==> config.mk <==
export PLATFORM = sky130hd
export DESIGN_NAME = fcm_seq
export DESIGN_NICKNAME = d
export VERILOG_FILES = /design/src/rtl/fcm_pkg.sv /design/src/rtl/fcm_seq.sv
export SDC_FILE = /design/constraint.sdc
export NUM_CORES = 1
export LEC_CHECK = 0
export BUFFER_PORTS_ARGS = -buffer_cell sky130_fd_sc_hd__buf_2
export CAP_MARGIN = 20
export CORE_MARGIN = 3
export CORE_UTILIZATION = 50
export CTS_CLUSTER_DIAMETER = 50
export DETAILED_ROUTE_END_ITERATION = 8
export PLACE_DENSITY = 0.7
export SYNTH_ARGS = -nofsm -noshare
export SYNTH_HDL_FRONTEND = slang
export SYNTH_SLANG_ARGS = --single-unit
==> constraint.sdc <==
create_clock -name aclk -period 8.6 [get_ports aclk]
set_clock_uncertainty 0.1 [all_clocks]
set_input_delay 2.58 -clock aclk [delete_from_list [all_inputs] [get_ports aclk]]
set_output_delay 2.58 -clock aclk [all_outputs]
set_load 0.01 [all_outputs]
==> src/rtl/fcm_pkg.sv <==
// Shared types, constants and helpers for the cluster chain manager.
package fcm_pkg;

    localparam int NUM_ENTRIES = 16384;
    localparam int IDX_W       = 14;
    localparam int LINK_W      = 15;
    localparam int CNT_W       = 15;
    localparam int WORD_W      = LINK_W + 1;

    localparam logic [LINK_W-1:0] NO_NEXT     = 15'h7FFF;
    localparam logic [CNT_W-1:0]  ENTRY_LIMIT = CNT_W'(NUM_ENTRIES);
    localparam logic [IDX_W-1:0]  LAST_ENTRY  = IDX_W'(NUM_ENTRIES - 1);

    typedef enum logic [1:0] {
        REQ_FORMAT = 2'd0,
        REQ_ALLOC  = 2'd1,
        REQ_SEEK   = 2'd2,
        REQ_FREE   = 2'd3
    } req_type_t;

    typedef enum logic [1:0] {
        ST_OK    = 2'd0,
        ST_FULL  = 2'd1,
        ST_END   = 2'd2,
        ST_RANGE = 2'd3
    } status_t;

    typedef enum logic [3:0] {
        S_CLEAR,
        S_IDLE,
        S_SEEK_RD,
        S_SEEK_ISSUE,
        S_SCAN,
        S_LINK,
        S_FREE_RD,
        S_DONE
    } fsm_state_t;

    typedef enum logic {
        CTX_ALLOC,
        CTX_SEEK
    } scan_ctx_t;

    typedef struct packed {
        logic [1:0]       req_type;
        logic [IDX_W-1:0] start_index;
        logic [IDX_W-1:0] link_count;
        logic             extend;
    } in_item_t;

    typedef struct packed {
        logic [1:0]       status;
        logic [IDX_W-1:0] entry_index;
        logic [CNT_W-1:0] freed_count;
    } out_item_t;

    typedef struct packed {
        logic idle;
        logic res_valid;
    } seq_stat_t;

    function automatic out_item_t make_res(status_t st, logic [IDX_W-1:0] idx,
                                           logic [CNT_W-1:0] cnt);
        out_item_t r;
        r.status      = st;
        r.entry_index = idx;
        r.freed_count = cnt;
        return r;
    endfunction

endpackage

==> src/rtl/fcm_seq.sv <==
// Request sequencer: clears, scans and walks the table, one request at a time.
module fcm_seq
    import fcm_pkg::*;
(
    input  logic              aclk,
    input  logic              aresetn,
    input  logic              in_valid,
    input  in_item_t          in_item,
    output seq_stat_t         stat,
    output out_item_t         res,
    input  logic              res_ready,
    output logic              ram_we,
    output logic [IDX_W-1:0]  ram_waddr,
    output logic [WORD_W-1:0] ram_wdata,
    output logic              ram_re,
    output logic [IDX_W-1:0]  ram_raddr,
    input  logic [WORD_W-1:0] ram_rdata
);

    fsm_state_t       state_reg, state_next;
    in_item_t         req_reg, req_next;
    logic [IDX_W-1:0] cur_reg, cur_next;
    logic [IDX_W-1:0] k_reg, k_next;
    logic             cur_used_reg, cur_used_next;
    logic [IDX_W-1:0] fresh_reg, fresh_next;
    scan_ctx_t        ctx_reg, ctx_next;
    logic [CNT_W-1:0] scan_addr_reg, scan_addr_next;
    logic             chk_valid_reg, chk_valid_next;
    logic [IDX_W-1:0] chk_addr_reg, chk_addr_next;
    logic [CNT_W-1:0] low_free_reg, low_free_next;
    logic [CNT_W-1:0] freed_reg, freed_next;
    logic             first_reg, first_next;
    logic [IDX_W-1:0] clr_cnt_reg, clr_cnt_next;
    logic             fmt_reg, fmt_next;
    out_item_t        res_reg, res_next;

    logic [LINK_W-1:0] nx;
    logic              nx_ok;
    logic              rd_used;

    assign nx      = ram_rdata[LINK_W-1:0];
    assign rd_used = ram_rdata[LINK_W];
    assign nx_ok   = (nx != NO_NEXT) && (nx < ENTRY_LIMIT);
    assign res     = res_reg;

    // Hold control state; the reset starts a clearing sweep of the table
    always_ff @(posedge aclk) begin
        if (!aresetn) begin
            state_reg     <= S_CLEAR;
            clr_cnt_reg   <= '0;
            fmt_reg       <= 1'b0;
            low_free_reg  <= CNT_W'(1);
            chk_valid_reg <= 1'b0;
        end else begin
            state_reg     <= state_next;
            clr_cnt_reg   <= clr_cnt_next;
            fmt_reg       <= fmt_next;
            low_free_reg  <= low_free_next;
            chk_valid_reg <= chk_valid_next;
        end
    end

    // Hold working registers
    always_ff @(posedge aclk) begin
        req_reg       <= req_next;
        cur_reg       <= cur_next;
        k_reg         <= k_next;
        cur_used_reg  <= cur_used_next;
        fresh_reg     <= fresh_next;
        ctx_reg       <= ctx_next;
        scan_addr_reg <= scan_addr_next;
        chk_addr_reg  <= chk_addr_next;
        freed_reg     <= freed_next;
        first_reg     <= first_next;
        res_reg       <= res_next;
    end

    // Advance the sequencer and drive the table ports
    always_comb begin
        state_next     = state_reg;
        req_next       = req_reg;
        cur_next       = cur_reg;
        k_next         = k_reg;
        cur_used_next  = cur_used_reg;
        fresh_next     = fresh_reg;
        ctx_next       = ctx_reg;
        scan_addr_next = scan_addr_reg;
        chk_valid_next = chk_valid_reg;
        chk_addr_next  = chk_addr_reg;
        low_free_next  = low_free_reg;
        freed_next     = freed_reg;
        first_next     = first_reg;
        clr_cnt_next   = clr_cnt_reg;
        fmt_next       = fmt_reg;
        res_next       = res_reg;
        stat.idle      = 1'b0;
        stat.res_valid = 1'b0;
        ram_we         = 1'b0;
        ram_waddr      = cur_reg;
        ram_wdata      = {1'b0, NO_NEXT};
        ram_re         = 1'b0;
        ram_raddr      = cur_reg;

        case (state_reg)
            S_CLEAR: begin
                // Sweep the table; entry 0 stays claimed as a terminated chain
                ram_we    = 1'b1;
                ram_waddr = clr_cnt_reg;
                ram_wdata = {(clr_cnt_reg == '0), NO_NEXT};
                if (clr_cnt_reg == LAST_ENTRY) begin
                    low_free_next = CNT_W'(1);
                    clr_cnt_next  = '0;
                    if (fmt_reg) begin
                        fmt_next   = 1'b0;
                        res_next   = make_res(ST_OK, '0, '0);
                        state_next = S_DONE;
                    end else begin
                        state_next = S_IDLE;
                    end
                end else begin
                    clr_cnt_next = clr_cnt_reg + IDX_W'(1);
                end
            end

            S_IDLE: begin
                stat.idle = 1'b1;
                if (in_valid) begin
                    req_next = in_item;
                    case (req_type_t'(in_item.req_type))
                        REQ_FORMAT: begin
                            clr_cnt_next = '0;
                            fmt_next     = 1'b1;
                            state_next   = S_CLEAR;
                        end
                        REQ_ALLOC: begin
                            ctx_next       = CTX_ALLOC;
                            scan_addr_next = low_free_reg;
                            chk_valid_next = 1'b0;
                            state_next     = S_SCAN;
                        end
                        default: begin
                            cur_next = in_item.start_index;
                            if ({1'b0, in_item.start_index} >= ENTRY_LIMIT) begin
                                res_next   = make_res(ST_RANGE, '0, '0);
                                state_next = S_DONE;
                            end else if (req_type_t'(in_item.req_type) == REQ_SEEK) begin
                                if (in_item.link_count == '0) begin
                                    res_next   = make_res(ST_OK, in_item.start_index, '0);
                                    state_next = S_DONE;
                                end else begin
                                    k_next     = in_item.link_count;
                                    ram_re     = 1'b1;
                                    ram_raddr  = in_item.start_index;
                                    state_next = S_SEEK_RD;
                                end
                            end else begin
                                freed_next = '0;
                                first_next = 1'b1;
                                ram_re     = 1'b1;
                                ram_raddr  = in_item.start_index;
                                state_next = S_FREE_RD;
                            end
                        end
                    endcase
                end
            end

            S_SEEK_RD: begin
                // Follow one link, stop at the chain end, or hand the chain end to the scan when extending
                cur_used_next = rd_used;
                if (nx_ok) begin
                    cur_next = nx[IDX_W-1:0];
                    k_next   = k_reg - IDX_W'(1);
                    if (k_reg == IDX_W'(1)) begin
                        res_next   = make_res(ST_OK, nx[IDX_W-1:0], '0);
                        state_next = S_DONE;
                    end else begin
                        ram_re    = 1'b1;
                        ram_raddr = nx[IDX_W-1:0];
                    end
                end else if (!req_reg.extend) begin
                    res_next   = make_res(ST_END, cur_reg, '0);
                    state_next = S_DONE;
                end else begin
                    ctx_next       = CTX_SEEK;
                    scan_addr_next = low_free_reg;
                    chk_valid_next = 1'b0;
                    state_next     = S_SCAN;
                end
            end

            S_SEEK_ISSUE: begin
                ram_re     = 1'b1;
                ram_raddr  = cur_reg;
                state_next = S_SEEK_RD;
            end

            S_SCAN: begin
                // Issue one read a cycle, check the word read the cycle before, claim the first free one
                if (chk_valid_reg && !rd_used) begin
                    ram_we         = 1'b1;
                    ram_waddr      = chk_addr_reg;
                    ram_wdata      = {1'b1, NO_NEXT};
                    low_free_next  = {1'b0, chk_addr_reg} + CNT_W'(1);
                    fresh_next     = chk_addr_reg;
                    chk_valid_next = 1'b0;
                    if (ctx_reg == CTX_ALLOC) begin
                        res_next   = make_res(ST_OK, chk_addr_reg, '0);
                        state_next = S_DONE;
                    end else begin
                        state_next = S_LINK;
                    end
                end else if (scan_addr_reg >= ENTRY_LIMIT) begin
                    low_free_next  = ENTRY_LIMIT;
                    chk_valid_next = 1'b0;
                    if (ctx_reg == CTX_ALLOC) begin
                        res_next = make_res(ST_FULL, '0, '0);
                    end else begin
                        res_next = make_res(ST_FULL, cur_reg, '0);
                    end
                    state_next = S_DONE;
                end else begin
                    ram_re         = 1'b1;
                    ram_raddr      = scan_addr_reg[IDX_W-1:0];
                    chk_valid_next = 1'b1;
                    chk_addr_next  = scan_addr_reg[IDX_W-1:0];
                    scan_addr_next = scan_addr_reg + CNT_W'(1);
                end
            end

            S_LINK: begin
                // Link the chain end to the fresh entry; keep its own in-use bit
                ram_we    = 1'b1;
                ram_waddr = cur_reg;
                ram_wdata = {(cur_used_reg || (fresh_reg == cur_reg)), {1'b0, fresh_reg}};
                cur_next  = fresh_reg;
                k_next    = k_reg - IDX_W'(1);
                if (k_reg == IDX_W'(1)) begin
                    res_next   = make_res(ST_OK, fresh_reg, '0);
                    state_next = S_DONE;
                end else begin
                    state_next = S_SEEK_ISSUE;
                end
            end

            S_FREE_RD: begin
                // Release the entry read if it is the first or in use, then read the next one in the chain
                if (first_reg || rd_used) begin
                    ram_we     = 1'b1;
                    ram_waddr  = cur_reg;
                    ram_wdata  = {1'b0, NO_NEXT};
                    first_next = 1'b0;
                    freed_next = freed_reg + CNT_W'(1);
                    if ({1'b0, cur_reg} < low_free_reg) begin
                        low_free_next = {1'b0, cur_reg};
                    end
                    if (!nx_ok || (nx[IDX_W-1:0] == cur_reg)) begin
                        res_next   = make_res(ST_OK, '0, freed_reg + CNT_W'(1));
                        state_next = S_DONE;
                    end else begin
                        cur_next  = nx[IDX_W-1:0];
                        ram_re    = 1'b1;
                        ram_raddr = nx[IDX_W-1:0];
                    end
                end else begin
                    res_next   = make_res(ST_OK, '0, freed_reg);
                    state_next = S_DONE;
                end
            end

            S_DONE: begin
                stat.res_valid = 1'b1;
                if (res_ready) begin
                    state_next = S_IDLE;
                end
            end

            default: begin
                state_next = S_IDLE;
            end
        endcase
    end

endmodule

==> flow_summary_export.csv, run 1 <==
group,metric,value,unit
routing,post_drt_wl_per_cell,20.7,µm
pwr,p_comb_frac,0.042,
cts,clock_path_buffers,2,
run,drv_cap,0,
cts,cts_max_level,4,
routing,routed_wl,30800,µm
synthesis,ys_seq_area_frac,0.424,
layout,mostFrequentLayoutCells,"buf_2 (129), edfxtp_1 (121), nor2_1 (113)",
synthesis,synth_compound_gate_area_share,0.201,
synthesis,synth-xor-area-share,0.0800,
placed_design,dp_hpwl,21700,µm
worst_hold_path,holdCritPathClass,"flip-flop to flip-flop",
grt,grt_antenna_before_repair,1,
sta,clock.fmax,0.136,GHz
layout,fill_cells,1737,
critical_path,crit_path_top_delay_cell,"nor4_1",
sta,period_needed,7.37,ns
routing,first_pass_iters,6,
cts,cts_buffers,17,
sta,worstMarginPinSlew,1.07,ns
synthesis,synthMuxAreaShare,0.0285,
critical_path,endpoint_kind,"primary output",
grt,grt_util_all_layers,0.274,
synthesis,yosys.area.top_type,"edfxtp_1",
die,dieWidth,149,µm
critical_path,path_class,"primary input to primary output",
synthesis,synth_top_cell_area_share,0.357,
critical_path,crit_fanout,13,
sta,report.final.hold_viol_count,0,
pwr,p_seq_frac,0.494,
synthesis,synth_area,10200,µm²
critical_path,path_cells,"buf_2 > xnor2_1 > nand4_1 > nor4_1 > o21ai_1 > buf_4 > a221o_1 > buf_2",
synthesis,synth_fa_ha_area_frac,0.0258,
pwr,power.net_switching,404,µW
synthesis,async_flop_share,0,
sta,setup_viol_count_final,0,
layout,final_common_cell,"buf_2",
placed_design,gp_congestion,0.923,
synthesis,yosysUniqueCellTypes,67,
grt,grt_max_degree,61,
cts,cts_root_buffer,"clkbuf_16",
critical_path,max_stage_delay,0.45,ns
pwr,cellLeakagePower,0.00424,µW
cts,tritoncts,"yes",
sta,min_period_over_period,0.857,
die,io_pins,130,
routing,drt-initial-drc-count,1137,
pwr,p_sw_frac,0.249,
cts,cts.hold.buffers_added,0,
critical_path,start_kind,"primary input",
run_status,status,"finished clean",
sta,rsz0062_at_grt,"no",
layout,largest_reg_flops,31,
routing,vias,9289,
synthesis,yosys_warnings,0,
layout,drive_above_1_share,0.171,
sta,holdWs,0.403,ns
pwr,intPower,1220,µW
die,die_h,149,µm
cts,clkTransAtPathRegs,0.07,ns
synthesis,synth_top_family_by_area,"compound AO/OA/AOI/OAI gates",
cts,ctsResizeCount,0,
synthesis,synthSimpleGateAreaFrac,0.185,
critical_path,required,5.92,ns
sta,max_slew_margin,0.287,
synthesis,netlist_instances,1123,
critical_path,path_common_cell,"buf_2",
sta,final.setup.tns,0,ns
grt,grt_pass1_wl,47700,µm
synthesis,syn_avg_cell_area,9.06,µm²
synthesis,syn-num-nets,1195,
pwr,p_clk_frac,0.464,
routing,viasPerCell,6.26,
routing,ant_nets,0,
synthesis,synth_edf_count,121,
cts,clock_latency,0.43,ns
synthesis,synth_top_cells_by_area,"edfxtp_1 (36%), dfxtp_1 (6.7%), xnor2_1 (5.1%), a21oi_1 (4.6%), nor2_1 (4.2%)",
grt,overflow,0,
critical_path,worstPathArrival,4.69,ns
die,dieArea,22100,µm²
layout,syn_to_final_growth,13.7,%
die,fp-row-count,51,
die,coreArea,19700,µm²
cts,clock-sinks,155,
pwr,power_density,140,nW/µm²
cts,post_cts_buffers,0,
routing,drc,0,
grt,first_global_vias,8445,
die,initial_utilization,0.516,
synthesis,ys_ff_latch,155,
synthesis,synth_ff_type,"edfxtp_1",
placed_design,io_buffers,129,
pwr,vdd_ir_drop_max,0.000142,V
sta,drv_slew,0,
layout,final_net_count,1278,
[cell type report]
type / instances / area [µm²] / area share
antenna: 1 / 2.50 / 0.000216
clock buffer: 17 / 425 / 0.0368
clock inverter: 15 / 166 / 0.0144
inverter: 47 / 176 / 0.0152
multi-input combinational: 832 / 5310 / 0.459
sequential: 155 / 4320 / 0.373
tap: 265 / 332 / 0.0287
timing repair buffer: 153 / 837 / 0.0723
[worst max-delay path: cells and delay by family]
kind | cells | cell delay (ns)
AO/OA/AOI/OAI | 2 | 0.72
buffers and inverters | 3 | 0.59
AND/OR/NAND/NOR | 2 | 0.57
XOR/XNOR | 1 | 0.23
[logic make-up (layout without fill, tap and decap cells)]
logic type / count (synthesis) / in the layout
DFF: 155 / 155
AOI/OAI and AO/OA: 306 / 306
adders and majority gates: 21 / 21
other: 0 / 1
xor gates and xnor gates: 93 / 93
and+or+nand+nor: 383 / 383
buffers and inverters: 136 / 232
muxes: 29 / 29
[routing by layer]
metal  track usage  share of wire
met1         0.400           0.43
met2         0.421           0.45
met4        0.0739          0.018
met3        0.0527           0.11
met5             0              0
[path summary, 6_finish.rpt]
check / start / to / slack (ns) / cells after the start
worst min-delay path: low_free_reg[12] / low_free_reg[12] / 0.40 / 2
worst max-delay path: ram_rdata[2] / ram_raddr[3] / 1.23 / 8
worst max register to register: state_reg[0] / res[15] / 4.87 / 8
worst min register to register: low_free_reg[12] / low_free_reg[12] / 0.40 / 2
[power by group through the flow]
stage	logic, µW	clock network, µW	registers (µW)
after floorplan	34.4	0	817
after global placement	66.0	0	818
after detailed placement	66.7	0	818
after CTS	67.2	759	801
after global routing	74.2	794	801
final	68.8	752	801
[synthesized netlist by cell type, types with 3 or more instances]
| master | instances |
|---|---|
| nand3_1 | 45 |
| o31ai_1 | 9 |
| nand2b_1 | 8 |
| ha_1 | 21 |
| o22ai_1 | 30 |
| xor2_1 | 34 |
| xnor2_1 | 59 |
| buf_2 | 27 |
| nand2_1 | 84 |
| and3_1 | 10 |
| edfxtp_1 | 121 |
| nor4_1 | 17 |
| o211a_1 | 5 |
| dfxtp_1 | 34 |
| inv_1 | 44 |
| a21o_1 | 4 |
| a221o_1 | 14 |
| o21ai_1 | 13 |
| a31oi_1 | 5 |
| or3_1 | 25 |
| nand4_1 | 25 |
| o211ai_1 | 4 |
| nor2b_1 | 18 |
| a21oi_1 | 94 |
| inv_2 | 3 |
| and2_1 | 4 |
| buf_1 | 3 |
| clkbuf_1 | 55 |
| nor2_1 | 113 |
| a222oi_1 | 13 |
| or2_2 | 3 |
| nor3_1 | 14 |
| o21ai_0 | 44 |
| a22o_1 | 16 |
| mux2i_1 | 29 |
| a22oi_1 | 36 |
[per-stage QoR]
| stage | setup WS (ns) | area (µm²) | power [µW] | utilization | instances |
|---|---|---|---|---|---|
| global route | 1.08 | 11600 | 1670 | 0.587 | 1485 |
| CTS | 1.26 | 11600 | 1630 | 0.586 | 1483 |
| floorplan | 1.23 | 10200 | 852 | - | 1123 |
| detailed placement | 1.26 | 11000 | 884 | 0.556 | 1451 |
| global placement | 1.32 | 10900 | 884 | 0.555 | 1450 |
| finish | 1.23 | 11600 | 1620 | 0.587 | 1485 |
Power figures use the tool's default switching activity.
==> run 2: changes to the inputs <==
- CORE_UTILIZATION: 50 -> 59
- PLACE_DENSITY: 0.7 -> 0.81
==> run 2 against run 1 <==
The run now ends with DRC left. Count of clock-buffer cells in the layout unchanged. Setup slack got worse by 0.30 ns. Core utilization up 9.5 points. Total power is 1.4% lower. Combinational power down 1%. Clock power shrank 2.8%. Non-clock buffer count shrank 6. Cell count shrank 3.5%. Wire length down 3.4%. Register-to-register slack worse by 0.44 ns. Flip-flop and latch count stayed put. Critical path type unchanged. Largest power group unchanged. Highest routed layer is now met5.
==> flow_summary_export.csv, run 2 (synthesized netlist as in run 1, its figures left out) <==
group,metric,value,unit
run_status,status,"finished, violations left",
run_status,violations,"DRC",
sta,rsz0062_at_grt,"no",
critical_path,r2r_slack,4.43,ns
grt,grt_util_all_layers,0.314,
sta,setup_viol_count_final,0,
die,initial_utilization,0.607,
cts,clock-sinks,155,
die,fp-row-count,47,
sta,final.setup.tns,0,ns
cts,cts_buffers,17,
routing,viasPerCell,6.69,
critical_path,r2r-end,"res[23]",
sta,worstMarginPinSlew,1.16,ns
critical_path,required,5.92,ns
routing,drt-initial-drc-count,1586,
critical_path,crit_fanout,8,
layout,largest_reg_flops,31,
critical_path,endpoint_kind,"primary output",
grt,grt_antenna_before_repair,1,
routing,vias,9581,
grt,grt_pass1_wl,46500,µm
placed_design,placed_cells,1400,
run,drv_cap,0,
routing,ant_nets,0,
worst_hold_path,holdPathStages,2,
layout,final_common_cell,"buf_2",
cts,cts_root_buffer,"clkbuf_16",
die,die_h,137,µm
cts,tritoncts,"yes",
critical_path,path_class,"primary input to primary output",
cts,cts.hold.buffers_added,0,
sta,report.final.hold_viol_count,0,
cts,ctsResizeCount,0,
die,coreArea,16800,µm²
sta,period_needed,7.67,ns
sta,drv_slew,0,
critical_path,worstPathArrival,4.99,ns
cts,clkTransAtPathRegs,0.06,ns
layout,syn_to_final_growth,12.3,%
die,dieWidth,137,µm
routing,routed_wl,29700,µm
worst_hold_path,worstHoldStart,"low_free_reg[10]",
layout,num_antenna_cells,0,
critical_path,r2r-start,"state_reg[0]",
die,dieArea,18900,µm²
cts,cts_max_level,4,
pwr,vdd_ir_drop_max,0.000153,V
layout,final_net_count,1272,
critical_path,start_kind,"primary input",
critical_path,r2r_cells,7,
placed_design,dp_hpwl,20500,µm
worst_hold_path,whs_endpoint,"low_free_reg[10]",
routing,first_pass_iters,9,
layout,instances_no_fill,1433,
sta,max_slew_margin,0.228,
placed_design,io_buffers,129,
layout,drive_above_1_share,0.166,
sta,clock.fmax,0.130,GHz
placed_design,gp_congestion,0.931,
critical_path,crit_path_start,"ram_rdata[12]",
cts,post_cts_buffers,0,
routing,post_drt_wl_per_cell,20.7,µm
cts,clock_path_buffers,2,
grt,overflow,0,
grt,grt_max_degree,66,
sta,min_period_over_period,0.892,
cts,clock_latency,0.43,ns
worst_hold_path,holdCritPathClass,"flip-flop to flip-flop",
die,io_pins,130,
routing,drc,3,
pwr,power_density,140,nW/µm²
layout,mostFrequentLayoutCells,"buf_2 (129), edfxtp_1 (121), nor2_1 (113)",
pwr,cellLeakagePower,0.00419,µW
grt,first_global_vias,8963,
run 2: worst max-delay path by stage:
| stage | slack [ns] | to | cells after the start |
|---|---|---|---|
| floorplan | 1.23 | res[0] | 7 |
| global placement | 1.13 | ram_raddr[0] | 8 |
| detailed placement | 1.03 | ram_raddr[3] | 8 |
| CTS | 1.02 | ram_raddr[3] | 8 |
| global route | 0.91 | ram_raddr[11] | 8 |
| finish | 0.93 | ram_raddr[11] | 8 |
run 2: routing by layer:
metal,up-vias,part of all wire,GRT usage
li1,4303,-,-
met4,2,0.031,0.112
met3,96,0.14,0.0741
met1,4425,0.39,0.438
met2,755,0.44,0.481
met5,-,0.00050,0
run 2: critical path: stages:
cell     delay, ns
buf_2         0.13
xnor2_1       0.24
nand4_1       0.13
nor4_1        0.69
o21ai_1       0.43
buf_4         0.29
a221o_1       0.35
buf_2         0.14
run 2: layout make-up:
| class | count | area [µm²] |
|---|---|---|
| fillers | 1280 | 5330 |
| clock buffers | 17 | 425 |
| repair buffers | 147 | 785 |
| clock inverters | 15 | 140 |
| inverters | 47 | 176 |
| flip-flops and latches | 155 | 4320 |
| well taps | 220 | 275 |
| multi-input cells | 832 | 5310 |
run 2: report_power, final:
group          internal [µW]  switching (µW)
clock network            403             328
logic                   27.2            41.0
registers                799            1.84
total                   1230             371
run 2: through the flow:
step | hold WS [ns] | setup slack [ns] | utilization | cell area, µm² | power [µW]
finish | 0.397 | 0.929 | 0.682 | 11400 | 1600
global placement | 0.377 | 1.13 | 0.648 | 10900 | 882
global route | 0.421 | 0.912 | 0.682 | 11400 | 1640
detailed placement | 0.383 | 1.03 | 0.648 | 10900 | 883
floorplan | 0.324 | 1.23 | - | 10200 | 852
CTS | 0.402 | 1.02 | 0.681 | 11400 | 1600
==> run 3: changes to the inputs <==
- CORE_UTILIZATION: 59 -> 50
- PLACE_DENSITY: 0.81 -> 0.7
- RECOVER_POWER: unset -> 25
==> run 3 against run 2 <==
The run ends with capacitance limit, slew limit left. Via count decreased by 2.7%. Sequential power about the same. Sequential share of layout area decreased by 0.40 points. Count of clock-buffer cells in the layout unchanged. Final area increased by 1.0%. Non-clock buffer count increased by 6. Total power increased by 1.5%. Combinational power increased by 1%. Global-route usage decreased by 4.0 points. First-iteration DRC count decreased by 27%. Clock power increased by 3.1%. Highest routed layer is now met4.
==> flow_summary_export.csv, run 3 (synthesized netlist as in run 1, its figures left out) <==
group,metric,value,unit
run,drv_cap,3,
die,fp-row-count,51,
run_status,status,"finished, violations left",
cts,cts.hold.buffers_added,0,
cts,clkTransAtPathRegs,0.07,ns
grt,first_global_vias,8445,
sta,period_needed,7.80,ns
grt,met2_usage,0.421,
placed_design,io_buffers,129,
pwr,total_power,1620,µW
critical_path,cp_num_buf_inv,3,
routing,ant_nets,0,
sta,worstMarginPinSlew,2.43,ns
sta,report.final.hold_viol_count,0,
sta,max_slew_margin,-0.619,
die,io_pins,130,
placed_design,dp_hpwl,21700,µm
die,dieArea,22100,µm²
placed_design,gp_congestion,0.923,
critical_path,crit_fanout,21,
cts,cts_buffers,17,
pwr,power.net_switching,405,µW
critical_path,crit_family,"buffers and inverters",
critical_path,max_stage_delay,1.14,ns
cts,clock-sinks,155,
grt,busiest_layer,"met2",
critical_path,path_cells,"clkbuf_1 > or3_1 > o21ai_1 > buf_4 > a221o_1 > buf_2",
routing,first_pass_iters,7,
worst_hold_path,holdCritPathClass,"flip-flop to flip-flop",
routing,routed_wl,30800,µm
layout,largest_reg_flops,31,
grt,met1_usage,0.400,
die,dieWidth,149,µm
routing,drt-initial-drc-count,1158,
grt,grt_use_met3,0.0527,
routing,viasPerCell,6.28,
sta,clock.fmax,0.128,GHz
grt,grt_antenna_before_repair,1,
cts,ctsResizeCount,0,
die,initial_utilization,0.516,
pwr,p_comb_frac,0.042,
routing,post_drt_wl_per_cell,20.7,µm
pwr,cellLeakagePower,0.00422,µW
layout,final_common_cell,"buf_2",
critical_path,path_class,"primary input to primary output",
cts,cts_max_level,4,
pwr,vdd_ir_drop_max,0.000143,V
sta,setup_viol_count_final,0,
sta,min_period_over_period,0.907,
routing,drc,0,
critical_path,required,5.92,ns
pwr,power_density,141,nW/µm²
grt,grt_util_all_layers,0.274,
sta,rsz0062_at_grt,"no",
sta,final.setup.tns,0,ns
critical_path,endpoint_kind,"primary output",
critical_path,worstPathArrival,5.12,ns
placed_design,placed_area,11000,µm²
pwr,p_clk_frac,0.464,
pwr,intPower,1220,µW
die,coreArea,19700,µm²
pwr,p_sw_frac,0.250,
placed_design,dp_slack,1.26,ns
grt,overflow,0,
cts,tritoncts,"yes",
layout,mostFrequentLayoutCells,"buf_2 (127), edfxtp_1 (121), nor2_1 (113)",
sta,drv_slew,118,
grt,grt_pass1_wl,47700,µm
critical_path,crit_path_top_delay_cell,"clkbuf_1",
run_status,violations,"capacitance limit, slew limit",
layout,finalInstanceArea,11600,µm²
cts,cts_root_buffer,"clkbuf_16",
grt,grt_max_degree,61,
layout,drive_above_1_share,0.163,
routing,vias,9324,
cts,post_cts_buffers,0,
critical_path,start_kind,"primary input",
cts,clock_path_buffers,2,
pwr,p_seq_frac,0.493,
sta,fin_ws,0.798,ns
die,die_h,149,µm
layout,final_net_count,1278,
cts,clock_latency,0.44,ns
layout,syn_to_final_growth,13.5,%
run 3: cell count changes in the layout (fill, tap and decap cells not counted), sizes merged:
cell,change
clkinvlp,-2
clkbuf,+6
clkinv,-1
diode,+1
inv,+4
bufinv,-1
run 3: worst reg2reg max path: stages (launching register included):
cell and delay [ns]:
dfxtp_1 0.33, inv_1 0.54, and3_1 0.67, clkinv_1 0.12
clkbuf_1 1.73, nor2_1 0.22, nand2_1 0.20, o211a_2 0.41
and2_1 0.60, mux2i_1 0.26
run 3: path summary, 6_finish.rpt:
| path | start | to | slack (ns) | cells after the start |
|---|---|---|---|---|
| setup / recovery | ram_rdata[14] | ram_raddr[3] | 0.80 | 6 |
| hold / removal | low_free_reg[9] | low_free_reg[9] | 0.40 | 2 |
| setup reg to reg | state_reg[0] | low_free_reg[14] | 3.35 | 9 |
| hold reg to reg | low_free_reg[9] | low_free_reg[9] | 0.40 | 2 |
run 3: per-stage QoR:
step | hold slack (ns) | cells | utilization
floorplan | 0.324 | 1123 | -
global placement | 0.383 | 1450 | 0.555
detailed placement | 0.384 | 1451 | 0.556
finish | 0.403 | 1485 | 0.586
CTS | 0.407 | 1483 | 0.586
global route | 0.427 | 1485 | 0.586
run 3: cell type report:
type	instances	area (µm²)
Fill cell	1744	8170
Multi-Input combinational cell	832	5310
Sequential cell	155	4320
Timing Repair Buffer	153	820
Clock buffer	17	425
Tap cell	265	332
Inverter	47	176
Clock inverter	15	166
Antenna cell	1	2.50
run 3: power groups by stage:
stage	clock network (µW)	registers (µW)	logic, µW
floorplan	0	817	34.4
global placement	0	818	66.0
detailed placement	0	818	66.7
CTS	759	801	67.2
global route	794	801	74.3
finish	754	801	68.8
run 3: layer usage:
| layer | share of wire | wire length [µm] |
|---|---|---|
| met1 | 0.42 | 13000 |
| met2 | 0.45 | 13700 |
| met3 | 0.11 | 3490 |
| met4 | 0.019 | 590 |
| met5 | 0 | 0 |
